**src/hdl/pc1sc_pkg.sv**
```systemverilog
// Shared constants and types for the PC1 stream cipher.
package pc1sc_pkg;

  localparam int unsigned WORD_W = 16;
  localparam int unsigned NUM_WORDS = 8;
  localparam int unsigned RND_W = $clog2(NUM_WORDS);

  localparam logic [WORD_W-1:0] MUL_A = 16'd20021;
  localparam logic [WORD_W-1:0] MUL_B = 16'd346;

  typedef logic [1:0] cfg_idx_t;
  localparam cfg_idx_t CFG_KEY_HIGH    = 2'd0;
  localparam cfg_idx_t CFG_KEY_LOW     = 2'd1;
  localparam cfg_idx_t CFG_DECRYPT_MODE = 2'd2;

  typedef logic [WORD_W-1:0] word_t;

endpackage

```
**src/hdl/pc1_stream_cipher.sv**
```systemverilog
// PC1 byte-stream cipher, 128-bit key, one shared round unit.
//
//  channel | direction | handshake              | payload
//  in_     | input     | in_valid / in_stall    | in_data_byte[7:0], in_first
//  out_    | output    | out_valid / out_stall  | out_byte[7:0]
//  cfg_    | input     | cfg_valid / cfg_ready  | cfg_index[1:0], cfg_data[63:0]
//
// Each byte is accepted, then runs 8 keystream rounds, one per cycle,
// through a single round unit (three constant multiplies, one three-input add).
// The result is registered on the last round; if the output register is
// still held by out_stall, the block waits there before finishing.
// in_stall is high from acceptance until the byte's result is loaded.
// Synchronous active-low reset: key 0, decrypt mode 1, working key and sums 0.
module pc1_stream_cipher
  import pc1sc_pkg::*;
(
  input  logic           clk,
  input  logic           rst_n,
  input  logic           in_valid,
  output logic           in_stall,
  input  logic [7:0]     in_data_byte,
  input  logic           in_first,
  output logic           out_valid,
  input  logic           out_stall,
  output logic [7:0]     out_byte,
  input  logic           cfg_valid,
  output logic           cfg_ready,
  input  cfg_idx_t       cfg_index,
  input  logic [63:0]    cfg_data
);

  typedef enum logic [1:0] {S_IDLE, S_RUN, S_WAIT} state_t;

  state_t             state_r, state_nxt;
  logic [RND_W-1:0]   rnd_r, rnd_nxt;
  word_t              wk_r [NUM_WORDS];
  word_t              wk_nxt [NUM_WORDS];
  word_t              t_r, t_nxt;
  word_t              sa_r, sa_nxt;
  word_t              sb_r, sb_nxt;
  word_t              acc_r, acc_nxt;
  logic [7:0]         byte_r, byte_nxt;
  logic [7:0]         out_byte_r, out_byte_nxt;
  logic               out_valid_r, out_valid_nxt;
  logic [63:0]        key_high_r, key_low_r;
  logic               decrypt_r;

  logic               in_acc;
  logic               out_free;
  word_t              t_x, sb_j, sa_n, sb_n, t_n, acc_n, ks;
  logic [2*WORD_W-1:0] prod_sb, prod_sa, prod_t;
  logic [7:0]         res, upd_b;

  assign cfg_ready = 1'b1;
  assign in_stall  = (state_r != S_IDLE);
  assign in_acc    = in_valid && !in_stall;
  assign out_free  = !out_valid_r || !out_stall;
  assign out_valid = out_valid_r;
  assign out_byte  = out_byte_r;

  // round unit
  always_comb begin
    t_x     = t_r ^ wk_r[rnd_r];
    sb_j    = sb_r + word_t'(rnd_r);
    prod_sb = sb_j * MUL_A;
    prod_sa = t_x * MUL_B;
    prod_t  = t_x * MUL_A;
    sa_n    = prod_sa[WORD_W-1:0];
    sb_n    = prod_sb[WORD_W-1:0] + sa_r + sa_n;
    t_n     = prod_t[WORD_W-1:0] + word_t'(1);
    acc_n   = acc_r ^ t_n ^ sb_n;
    ks      = (state_r == S_RUN) ? acc_n : acc_r;
    res     = byte_r ^ ks[15:8] ^ ks[7:0];
    upd_b   = decrypt_r ? res : byte_r;
  end

  always_comb begin
    state_nxt     = state_r;
    rnd_nxt       = rnd_r;
    t_nxt         = t_r;
    sa_nxt        = sa_r;
    sb_nxt        = sb_r;
    acc_nxt       = acc_r;
    byte_nxt      = byte_r;
    out_byte_nxt  = out_byte_r;
    out_valid_nxt = out_valid_r && out_stall;
    for (int i = 0; i < NUM_WORDS; i++) begin
      wk_nxt[i] = wk_r[i];
    end
    case (state_r)
      S_IDLE: begin
        if (in_acc) begin
          byte_nxt  = in_data_byte;
          t_nxt     = '0;
          acc_nxt   = '0;
          rnd_nxt   = '0;
          state_nxt = S_RUN;
          if (in_first) begin
            for (int i = 0; i < NUM_WORDS / 2; i++) begin
              wk_nxt[i]     = key_high_r[63 - WORD_W*i -: WORD_W];
              wk_nxt[i + 4] = key_low_r[63 - WORD_W*i -: WORD_W];
            end
            sa_nxt = '0;
            sb_nxt = '0;
          end
        end
      end
      S_RUN: begin
        t_nxt   = t_n;
        sa_nxt  = sa_n;
        sb_nxt  = sb_n;
        acc_nxt = acc_n;
        rnd_nxt = rnd_r + RND_W'(1);
        if (rnd_r == RND_W'(NUM_WORDS - 1)) begin
          rnd_nxt = '0;
          if (out_free) begin
            out_byte_nxt  = res;
            out_valid_nxt = 1'b1;
            for (int i = 0; i < NUM_WORDS; i++) begin
              wk_nxt[i] = wk_r[i] ^ {upd_b, upd_b};
            end
            state_nxt = S_IDLE;
          end else begin
            state_nxt = S_WAIT;
          end
        end
      end
      S_WAIT: begin
        if (out_free) begin
          out_byte_nxt  = res;
          out_valid_nxt = 1'b1;
          for (int i = 0; i < NUM_WORDS; i++) begin
            wk_nxt[i] = wk_r[i] ^ {upd_b, upd_b};
          end
          state_nxt = S_IDLE;
        end
      end
      default: state_nxt = S_IDLE;
    endcase
  end

  always_ff @(posedge clk) begin
    if (!rst_n) begin
      state_r     <= S_IDLE;
      rnd_r       <= '0;
      out_valid_r <= 1'b0;
      out_byte_r  <= '0;
      sa_r        <= '0;
      sb_r        <= '0;
      key_high_r  <= '0;
      key_low_r   <= '0;
      decrypt_r   <= 1'b1;
      for (int i = 0; i < NUM_WORDS; i++) begin
        wk_r[i] <= '0;
      end
    end else begin
      state_r     <= state_nxt;
      rnd_r       <= rnd_nxt;
      out_valid_r <= out_valid_nxt;
      out_byte_r  <= out_byte_nxt;
      sa_r        <= sa_nxt;
      sb_r        <= sb_nxt;
      for (int i = 0; i < NUM_WORDS; i++) begin
        wk_r[i] <= wk_nxt[i];
      end
      if (cfg_valid && cfg_ready) begin
        case (cfg_index)
          CFG_KEY_HIGH:     key_high_r <= cfg_data;
          CFG_KEY_LOW:      key_low_r  <= cfg_data;
          CFG_DECRYPT_MODE: decrypt_r  <= cfg_data[0];
          default: ;
        endcase
      end
    end
  end

  // payload, no reset
  always_ff @(posedge clk) begin
    t_r        <= t_nxt;
    acc_r      <= acc_nxt;
    byte_r     <= byte_nxt;
  end

  a_accept_busy: assert property (@(posedge clk) disable iff (!rst_n)
    in_acc |=> (state_r == S_RUN) && (rnd_r == '0))
    else $error("accepted transaction did not start rounds");

  a_out_from_work: assert property (@(posedge clk) disable iff (!rst_n)
    out_valid && !$past(out_valid) |-> $past(state_r == S_RUN || state_r == S_WAIT))
    else $error("result appeared without a byte in flight");

  a_idle_round_zero: assert property (@(posedge clk) disable iff (!rst_n)
    (state_r == S_IDLE) |-> (rnd_r == '0))
    else $error("round counter not cleared when idle");

  a_wait_held: assert property (@(posedge clk) disable iff (!rst_n)
    (state_r == S_WAIT) |-> out_valid && $past(out_valid))
    else $error("waiting with a free output register");

endmodule

```
**config.mk**
```make
export PLATFORM = sky130hd
export DESIGN_NAME = pc1_stream_cipher
export DESIGN_NICKNAME = d
export VERILOG_FILES = /design/src/hdl/pc1sc_pkg.sv /design/src/hdl/pc1_stream_cipher.sv
export SDC_FILE = /design/constraint.sdc
export NUM_CORES = 1
export LEC_CHECK = 0
export ABC_CLOCK_PERIOD_IN_PS = 16360
export BUFFER_PORTS_ARGS = -buffer_cell sky130_fd_sc_hd__buf_4
export CORE_MARGIN = 8
export CORE_UTILIZATION = 30
export DETAILED_ROUTE_END_ITERATION = 7
export GPL_TIMING_DRIVEN = 0
export HOLD_SLACK_MARGIN = 0.08
export SYNTH_ARGS = -nofsm -noshare
export SYNTH_HDL_FRONTEND = slang
export SYNTH_SLANG_ARGS = --single-unit
```
**constraint.sdc**
```tcl
create_clock -name clk -period 16.36 [get_ports clk]
set_clock_uncertainty 0.2 [all_clocks]
set_input_delay 4.09 -clock clk [delete_from_list [all_inputs] [get_ports clk]]
set_output_delay 4.09 -clock clk [all_outputs]
set_load 0.01 [all_outputs]
```
### After elaboration in Yosys (flattened, before gate mapping)

Memory sizes are Yosys's and may differ from the RTL's. A register that Yosys moved wholly into a read port is not among the register bits.
Index checks and enable logic that the tools add are counted.

* add/sub/neg operators: 5
* multipliers: 3
* eq/ne operators: 9
* muxes and demuxes: 40
* bitwise gates (word level): 21
* reduce and logical (&&, ||, !) cells: 19

Operators by type and width (count)
* 128-bit 2-to-1 mux: 4
* 128-bit case mux with 3 select lines: 1
* 16-bit 2-to-1 mux: 12
* 16-bit bitwise XOR: 11
* 16-bit case mux with 2 select lines: 4
* 16-bit adder: 2
* 16-bit by 15-bit multiplier with 16-bit output, second input constant: 2
* 8-bit 2-to-1 mux: 3
* 16-bit by 1-bit adder with 16-bit output, second input constant: 1
* 16-bit by 3-bit adder with 16-bit output: 1
* 16-bit by 8-bit multiplier with 15-bit output, second input constant: 1
* 8-bit case mux with 2 select lines: 1
* 8-bit bitwise XOR: 2
* 3-bit 2-to-1 mux: 4
* 2-bit AND reduction: 6
* 2-bit 2-to-1 mux: 4
* 1-bit bitwise OR: 8
* 2-bit inequality test, second input constant: 3
* 2-bit case mux with 3 select lines: 1
* 3-bit case mux with 2 select lines: 1
* 3-bit AND reduction: 2
* 2-bit nonzero test: 3
* 2-bit by 1-bit == test with 1-bit output, second input constant: 2
* 2-bit == test, second input constant: 2
* 9 further kinds: 16

* bits in registers: 215
* memory bits (writable): 128
* input bits: 80
* memories kept: 1

Memories
* wk_r: depth 8, width 16, rd ports 9, clocked after memory_dff 1, write ports 8, line pc1_stream_cipher.sv:36 `word_t wk_r [NUM_WORDS];`

### Logic depth before layout (Yosys ltp)

Gate-level depths: netlist (run 1).

* depth after elaboration: 14
* mapped depth: 42
* depth with buffers taken out: 38

### Least setup slack after synthesis (run 1)

OpenSTA, ideal clock, no wires.

* kind: register -> register
* start point: register (tool-made name)
* end point: memory wk_r[0][7] (netlist name)
* setup time: 0.114 ns
* arrival time: 10.131 ns
* slack: 5.915 ns
* stages on the path, launching flop included: 41
* clock period less this slack: 10.445 ns
* cell sequence: dfxtp_1 > buf_6 > buf_12 > buf_1 > mux4_2 > mux2i_1 > xnor2_1 > ha_1 > inv_1 > fa_1 > inv_1 > fa_1 > inv_1 > fa_1 > inv_1 > ha_1 > a21oi_1 > o21bai_1 > [... 5 more ...] > fa_1 > fa_1 > fa_1 > xor2_1 > xnor2_1 > xnor2_1 > xnor3_1 > xnor2_1 > xnor2_1 > xnor3_1 > xor3_1 > mux2i_1 > xor2_1 > or3_4 > a41oi_4 > buf_6 > mux2i_1 > a21o_1

RTL lines (line)
* end: declaration: pc1_stream_cipher.sv:36

==> qor.csv, run 1 <==
stage;metric;value;unit
detailed_routing;drt_iter0_markers;1227;
detailed_routing;ant_nets;0;
clock_tree;root_buffer;clkbuf_16;
yosys;synth_seq_area_share;0.344;
clock_tree;htree_levels;2;
detailed_routing;remaining_drc_errors;0;
sta;worst_pin_slew;1070;ps
clock_tree;cts_tree;yes;
floorplanning;core_area;70100;sq um
clock_tree;cts_resized;0;
cells_and_area;final_layout_size_suffix_gt1_frac;0.0890;
critical_path;path_class;flip-flop to flip-flop;
yosys;synth_edf_count;40;
clock_tree;clk_pin_slew_worst_paths;60;ps
floorplanning;rows;97;
sta;max-slew-margin-rel;0.285;
clock_tree;clk_path_buf_depth;3;
place;hpwl;51000;microns
floorplanning;dieArea;79600;sq um
cells_and_area;n_antenna_cell;0;
yosys;async_flop_share;0;
clock_tree;clock-sinks;345;
critical_path;critPathMaxFanout;10;
sta;fmax;78.1;MHz
yosys;synth_cells;2244;
yosys;avgSynthCellArea;9.47;sq um
clock_tree;cts_setup_buffers;0;
clock_tree;hold_buffers;0;
critical_path;critPathBufInv;11;
global_routing;grt_antenna_before_repair;1;
yosys;synth_ff_type;dfxtp_1;
critical_path;cp_slowest_cell;clkbuf_1;
clock_tree;insertion_delay;570;ps
yosys;synthesis.area;21300;sq um
yosys;ys_seq_elements;345;
clock_tree;numCtsBuffers;40;
global_routing;grt_max_degree;36;
sta;fin_crit_sh;0.782;
cells_and_area;areaGrowthSynthToFinish;15.1;%
cells_and_area;nets;2732;
yosys;synth.distinct_cells;73;
critical_path;path_delay_family;adder cells;
critical_path;cpPeakStageDelay;680;ps
sta;period_minus_slack;12800;ps
global_routing;track_usage;0.164;
floorplanning;die_w;282;microns
sta;hold_viol;0;
global_routing;grt_pass1_vias;16200;
sta;rsz0062_at_grt;no;
place;port-buffer-count;88;
job;cap_violations;0;
detailed_routing;wl;66000;microns
detailed_routing;vias_per_cell;4.93;
critical_path;worst_path_most_repeated_cell;fa_1;
sta;fin_tns_setup;0;ps
yosys;syn-num-nets;2602;
floorplanning;die_h;282;microns
floorplanning;ios;91;
global_routing;overflow;0;
critical_path;startpoint_type;flip-flop;
yosys;ys_warn_count;0;
detailed_routing;route.vias.total;16500;
floorplanning;start_util;0.303;
detailed_routing;drt_first_pass_iters;5;
global_routing;grt_pass1_wl;99400;microns
place;place.gp.congestion;0.861;
critical_path;crit_path_end_kind;flip-flop;
sta;setup_viol;0;
detailed_routing;route.detailed.wl_per_inst;19.8;microns
status;outcome;completed;
critical_path;crit_required;16640;ps
sta;drv_slew;0;
critical_path;critPathArrivalTime;13080;ps
hold_path;hp-class;flip-flop to flip-flop;
==> through the flow <==
stage	hold slack (ps)	std cells	setup slack [ps]	utilization	area (sq um)
after detailed placement	238	3272	3600	0.329	23100
after floorplan	226	2244	5910	-	21300
after global routing	255	3344	2840	0.349	24500
final	247	3344	3560	0.349	24500
after global placement	235	3272	3590	0.329	23100
after CTS	248	3344	3530	0.349	24500
==> cells in the final DEF (no fill, tap or decap), types with 9 or more instances in the layout <==
cell type | synthesis | final
mux2_2 | 9 | 9
o32a_1 | 15 | 15
o21bai_1 | 11 | 11
o2bb2ai_1 | 16 | 16
o21ai_0 | 17 | 17
mux2i_1 | 42 | 42
and2_1 | 22 | 22
buf_4 | 3 | 91
mux4_2 | 19 | 19
dfxtp_1 | 305 | 305
xnor3_1 | 10 | 10
nor3_1 | 13 | 13
clkbuf_8 | 0 | 11
clkbuf_16 | 0 | 41
a21o_1 | 28 | 28
a221o_1 | 80 | 80
o211ai_1 | 19 | 19
nand2_1 | 340 | 340
inv_1 | 233 | 232
xor2_1 | 37 | 37
a22oi_1 | 40 | 40
nand3_1 | 13 | 13
a21oi_1 | 177 | 177
nor2_1 | 161 | 161
fa_1 | 108 | 108
edfxtp_1 | 40 | 40
xnor2_1 | 103 | 102
ha_1 | 170 | 170
clkbuf_1 | 95 | 101
==> cells in the mapped netlist, types with 22 or more instances <==
cell type / count / area, sq um
a21oi_1: 177 / 886
nor2_1: 161 / 604
a21o_1: 28 / 210
and2_1: 22 / 138
mux2i_1: 42 / 420
ha_1: 170 / 2130
nand2_1: 340 / 1280
fa_1: 108 / 2160
clkbuf_1: 95 / 357
xor2_1: 37 / 324
a221o_1: 80 / 801
inv_1: 233 / 875
a22oi_1: 40 / 300
dfxtp_1: 305 / 6110
edfxtp_1: 40 / 1200
xnor2_1: 103 / 902
==> cells by family (layout without fill, tap and decap cells) <==
family	Yosys count	after routing	synth area share
other cells	1	1	0.000176
flops	345	345	0.344
compound gates	447	447	0.149
fa+ha+maj	278	278	0.202
simple gates	593	593	0.116
mux	76	76	0.0504
xor+xnor	155	155	0.0735
buf+inv	349	509	0.0659
==> flip-flops by register name (all words and copies together) (netlist names), named ones only <==
signal	count
wk_r	128
key_high_r	64
key_low_r	64
acc_r	16
sb_r	16
t_r	16
sa_r	15
byte_r	8
out_byte	8
rnd_r	3
state_r	2
decrypt_r	1
out_valid	1
==> path summary, 6_finish.rpt <==
check | cells after the start | start | slack (ps) | to
min | 1 | key_low_r[39] | 250 | wk_r[5][7]
max reg2reg | 38 | flip-flop | 3560 | wk_r[2][5]
max | 38 | flip-flop | 3560 | wk_r[2][5]
min reg2reg | 1 | key_low_r[39] | 250 | wk_r[5][7]
==> area by class of cell <==
type,count,area (sq um)
fillers,7239,45700
multi-input cells,1550,12600
flip-flops and latches,345,7310
clock buffers,58,1200
well taps,940,1180
inverters,236,886
repair buffers,88,661
plain buffers,113,515
clock inverters,14,163
==> routing by layer <==
metal / routed length [microns] / share of wire / track usage / up-vias
met3: 4540 / 0.069 / 0.0346 / 103
met5: 0 / 0 / 0 / -
met1: 28800 / 0.44 / 0.213 / 7962
met2: 30600 / 0.46 / 0.269 / 504
met4: 2120 / 0.032 / 0.0546 / 0
li1: - / - / - / 7922
Power of run 1 is left out: the tool's default activity adds up to more than one toggle a clock period on the data nets, which glitch-free logic cannot reach.
==> inputs of run 2 (changes only) <==
Settings changed: ABC_CLOCK_PERIOD_IN_PS 16360 to 12600.
Clock period 16.36 ns to 12.6 ns, I/O delays scaled along.
==> qor.csv, run 2 (synthesis gave the netlist of run 1 again) <==
stage;metric;value;unit;change
cells_and_area;final_cell_mix;nand2_1 (340), dfxtp_1 (305), inv_1 (232);;unchanged
clock_tree;root_buffer;clkbuf_16;;unchanged
floorplanning;die_h;282;microns;unchanged
floorplanning;die_w;282;microns;unchanged
detailed_routing;drt_first_pass_iters;6;;was 5
critical_path;crit_path_end_kind;flip-flop;;unchanged
global_routing;grt_antenna_before_repair;1;;unchanged
place;hpwl;51000;microns;unchanged
clock_tree;numCtsBuffers;40;;unchanged
global_routing;grt_max_degree;36;;unchanged
sta;worst_pin_slew;1030;ps;was 1070 ps
detailed_routing;vias_per_cell;4.97;;was 4.93
detailed_routing;route.detailed.wl_per_inst;19.7;microns;was 19.8 microns
status;outcome;completed;;unchanged
place;place.gp.congestion;0.861;;unchanged
cells_and_area;finalCoreUtilization;0.349;;about the same
clock_tree;clock-sinks;345;;unchanged
detailed_routing;ant_nets;0;;unchanged
clock_tree;clk_pin_slew_worst_paths;60;ps;about the same
detailed_routing;route.vias.total;16600;;was 16500
job;cap_violations;0;;unchanged
sta;fin_tns_setup;0;ps;unchanged
global_routing;track_usage;0.163;;was 0.164
clock_tree;htree_levels;2;;unchanged
place;dpl.cell_count;3272;;unchanged
critical_path;critPathArrivalTime;12160;ps;was 13080 ps
sta;hold_viol;0;;unchanged
cells_and_area;largestRegisters;wk_r: 128 flops, key_high_r: 64 flops, key_low_r: 64 flops;;unchanged
critical_path;crit_required;12880;ps;was 16640 ps
detailed_routing;remaining_drc_errors;0;;unchanged
place;port-buffer-count;88;;unchanged
floorplanning;core_area;70100;sq um;unchanged
critical_path;worst_path_most_repeated_cell;fa_1;;unchanged
global_routing;overflow;0;;unchanged
cells_and_area;final_cells;3342;;was 3344
sta;setup_viol;0;;unchanged
sta;fmax;84.2;MHz;was 78.1 MHz
cells_and_area;n_antenna_cell;0;;unchanged
sta;fin_crit_sh;0.943;;was 0.782
cells_and_area;final_layout_size_suffix_gt1_frac;0.0899;;was 0.0890
floorplanning;start_util;0.303;;unchanged
cells_and_area;nets;2730;;was 2732
sta;drv_slew;0;;unchanged
critical_path;cp_slowest_cell;fa_1;;was clkbuf_1
cells_and_area;final_common_cell;nand2_1;;unchanged
detailed_routing;wl;65900;microns;was 66000 microns
critical_path;critPathMaxFanout;19;;was 10
sta;rsz0062_at_grt;no;;unchanged
sta;max-slew-margin-rel;0.309;;was 0.285
global_routing;grt_pass1_wl;99600;microns;was 99400 microns
clock_tree;cts_tree;yes;;unchanged
cells_and_area;largest_reg_flops;128;;unchanged
global_routing;grt_pass1_vias;16200;;about the same
floorplanning;dieArea;79600;sq um;unchanged
cells_and_area;areaGrowthSynthToFinish;15.1;%;about the same
detailed_routing;drt_iter0_markers;1301;;was 1227
sta;period_minus_slack;11880;ps;was 12800 ps
clock_tree;insertion_delay;570;ps;about the same
floorplanning;ios;91;;unchanged
clock_tree;clk_path_buf_depth;3;;unchanged
hold_path;hp-class;flip-flop to flip-flop;;unchanged
critical_path;startpoint_type;flip-flop;;unchanged
critical_path;cpPeakStageDelay;520;ps;was 680 ps
critical_path;path_class;flip-flop to flip-flop;;unchanged
cells_and_area;top_register;wk_r;;unchanged
floorplanning;rows;97;;unchanged
-- run 2: cell count changes in the layout (fill, tap and decap cells not counted) --
cell	before	now
a311oi_1	2	1
a311oi_2	0	1
buf_1	7	6
clkbuf_1	101	100
mux2i_1	42	41
mux2i_2	1	2
-- run 2: timing repair --
action                                  4_1_cts  5_1_grt
gates resized for setup                       0        2
hold buffers                                  0        0
endpoints found under the setup margin       10       10
buffers inserted                              0        0
pin swaps                                     0        0
-- run 2: through the flow --
step                      hold slack (ps)  setup slack [ps]  instance area, sq um
after floorplan                       226              2150                 21300
after global placement                235              -168                 23100
after detailed placement              238              -157                 23100
after CTS                             248               434                 24500
after global routing                  255              94.8                 24500
final                                 246               720                 24500
-- run 2: cell type report --
type                            count  area [sq um]
Clock buffer                       58          1200
Clock inverter                     14           163
Timing Repair Buffer               88           661
Buffer                            111           508
Fill cell                        7240         45700
Inverter                          236           886
Multi-Input combinational cell   1550         12600
Sequential cell                   345          7310
Tap cell                          940          1180
-- run 2: final timing paths --
| check | from | to | slack [ps] | depth (start not counted) |
|---|---|---|---|---|
| max reg2reg | flip-flop | wk_r[4][5] | 720 | 36 |
| max | flip-flop | wk_r[4][5] | 720 | 36 |
| min reg2reg | key_low_r[39] | wk_r[5][7] | 250 | 1 |
| min | key_low_r[39] | wk_r[5][7] | 250 | 1 |
-- run 2: worst max-delay path: cells and delay by family, from the launching register on --
kind	cells	cell delay [ps]
adders and majority gates	9	4110
xor gates and xnor gates	5	1690
buffers and inverters	10	1450
DFF	1	380
AOI/OAI and AO/OA	6	1880
muxes	2	840
and+or+nand+nor	4	1200
-- run 2: routing by layer --
layer | wire (microns) | vias to the layer above | GRT usage | part of all wire
li1 | - | 7917 | - | -
met1 | 29400 | 8065 | 0.220 | 0.45
met4 | 1900 | 0 | 0.0500 | 0.029
met5 | 0 | - | 0 | 0
met2 | 30600 | 532 | 0.269 | 0.47
met3 | 3920 | 96 | 0.0247 | 0.060
Power of run 2 is left out for the same reason.
==> inputs of run 3 (changes only) <==
Settings changed: CTS_BUF_LIST set to sky130_fd_sc_hd__clkbuf_16.
==> qor.csv, run 3 (synthesis gave the netlist of run 1 again) <==
stage;metric;value;unit;change
critical_path;path_class;flip-flop to flip-flop;;unchanged
critical_path;worst_path_most_repeated_cell;fa_1;;unchanged
sta;fin_ws;615;ps;was 720 ps
status;outcome;completed;;unchanged
sta;period_minus_slack;11980;ps;was 11880 ps
floorplanning;die_w;282;microns;unchanged
cells_and_area;n_antenna_cell;0;;unchanged
clock_tree;root_buffer;clkbuf_16;;unchanged
detailed_routing;route.vias.total;16500;;was 16600
clock_tree;clock-sinks;345;;unchanged
critical_path;critPathMaxFanout;19;;unchanged
place;place.gp.congestion;0.861;;unchanged
cells_and_area;largest_reg_flops;128;;unchanged
place;hpwl;51000;microns;unchanged
detailed_routing;vias_per_cell;4.95;;was 4.97
sta;setup_viol;0;;unchanged
floorplanning;die_h;282;microns;unchanged
floorplanning;start_util;0.303;;unchanged
floorplanning;ios;91;;unchanged
detailed_routing;drt_iter0_markers;1311;;was 1301
critical_path;crit_required;12880;ps;about the same
cells_and_area;largestRegisters;wk_r: 128 flops, key_high_r: 64 flops, key_low_r: 64 flops;;unchanged
place;dpl.cell_count;3272;;unchanged
cells_and_area;final_cell_mix;nand2_1 (340), dfxtp_1 (305), inv_1 (238);;was nand2_1 (340), dfxtp_1 (305), inv_1 (232)
detailed_routing;drt_first_pass_iters;6;;unchanged
cells_and_area;final_cells;3342;;unchanged
sta;max-slew-margin-rel;0.304;;was 0.309
floorplanning;rows;97;;unchanged
sta;rsz0062_at_grt;no;;unchanged
sta;hold_viol;0;;unchanged
detailed_routing;remaining_drc_errors;0;;unchanged
cells_and_area;areaGrowthSynthToFinish;14.6;%;was 15.1%
cells_and_area;finalCoreUtilization;0.347;;was 0.349
clock_tree;numCtsBuffers;40;;unchanged
floorplanning;core_area;70100;sq um;unchanged
global_routing;grt_max_degree;36;;unchanged
clock_tree;htree_levels;2;;unchanged
sta;fin_crit_sh;0.951;;was 0.943
cells_and_area;final_common_cell;nand2_1;;unchanged
critical_path;cp_slowest_cell;mux2i_1;;was fa_1
critical_path;cpPeakStageDelay;560;ps;was 520 ps
floorplanning;dieArea;79600;sq um;unchanged
clock_tree;cts_setup_buffers;0;;unchanged
sta;drv_slew;0;;unchanged
place;dp_slack;-157;ps;unchanged
global_routing;grt_antenna_before_repair;1;;unchanged
cells_and_area;top_register;wk_r;;unchanged
detailed_routing;route.detailed.wl_per_inst;19.7;microns;about the same
cells_and_area;nets;2730;;unchanged
clock_tree;clk_path_buf_depth;3;;unchanged
job;cap_violations;0;;unchanged
sta;fmax;83.4;MHz;was 84.2 MHz
clock_tree;clk_pin_slew_worst_paths;60;ps;about the same
detailed_routing;ant_nets;0;;unchanged
clock_tree;cts_tree;yes;;unchanged
global_routing;track_usage;0.163;;about the same
global_routing;grt_pass1_wl;99500;microns;was 99600 microns
place;port-buffer-count;88;;unchanged
clock_tree;insertion_delay;570;ps;about the same
sta;worst_pin_slew;1040;ps;was 1030 ps
detailed_routing;wl;65700;microns;was 65900 microns
global_routing;overflow;0;;unchanged
critical_path;critPathArrivalTime;12260;ps;was 12160 ps
global_routing;grt_pass1_vias;16100;;was 16200
hold_path;hp-class;flip-flop to flip-flop;;unchanged
sta;timing.hold.ws;249;ps;was 246 ps
cells_and_area;final_layout_size_suffix_gt1_frac;0.0853;;was 0.0899
critical_path;crit_path_end_kind;flip-flop;;unchanged
critical_path;startpoint_type;flip-flop;;unchanged
[run 3: cell count changes in the layout (fill, tap and decap cells not counted), sizes merged]
cell / change
clkbuf: -17
clkinv: +11
inv: +6
[run 3: critical path, delay by kind of cell, from the launching register on]
kind	cells	cell delay, ps
DFF	1	370
muxes	2	890
AOI/OAI and AO/OA	6	1890
adders and majority gates	9	4110
buffers and inverters	10	1450
xor gates and xnor gates	5	1710
and+or+nand+nor	4	1230
[run 3: path summary, 6_finish.rpt]
| check | startpoint | to | slack (ps) | cells past startpoint |
|---|---|---|---|---|
| setup reg to reg | flip-flop | wk_r[2][5] | 620 | 36 |
| hold / removal | key_low_r[39] | wk_r[5][7] | 250 | 1 |
| hold reg to reg | key_low_r[39] | wk_r[5][7] | 250 | 1 |
| setup / recovery | flip-flop | wk_r[2][5] | 620 | 36 |
[run 3: area by class of cell]
| type | instances | area [sq um] |
|---|---|---|
| fill | 7253 | 45800 |
| multi-input combinational | 1550 | 12600 |
| sequential | 345 | 7310 |
| tap | 940 | 1180 |
| clock buffer | 41 | 1030 |
| inverter | 236 | 886 |
| timing repair buffer | 88 | 661 |
| buffer | 111 | 508 |
| clock inverter | 31 | 226 |
[run 3: through the flow]
stage          TNS, ps  area, sq um
2_1_floorplan        0        21300
3_3_place_gp     -1610        23100
3_5_place_dp     -1490        23100
4_1_cts              0        24400
5_1_grt              0        24400
6_report             0        24400
[run 3: per-layer routing]
metal | GRT usage | wire length (microns) | vias up
met5 | 0 | 0 | -
met4 | 0.0528 | 2010 | 0
met3 | 0.0249 | 4210 | 98
met2 | 0.267 | 30300 | 526
met1 | 0.220 | 29100 | 7995
li1 | - | - | 7919
[run 3: timing repair]
action                                  4_1_cts  5_1_grt
gates cloned                                  0        0
pin swaps                                     0        0
resized for setup                             0        2
endpoints found under the setup margin       10       10
hold buffers                                  0        0
Power of run 3 is left out for the same reason.
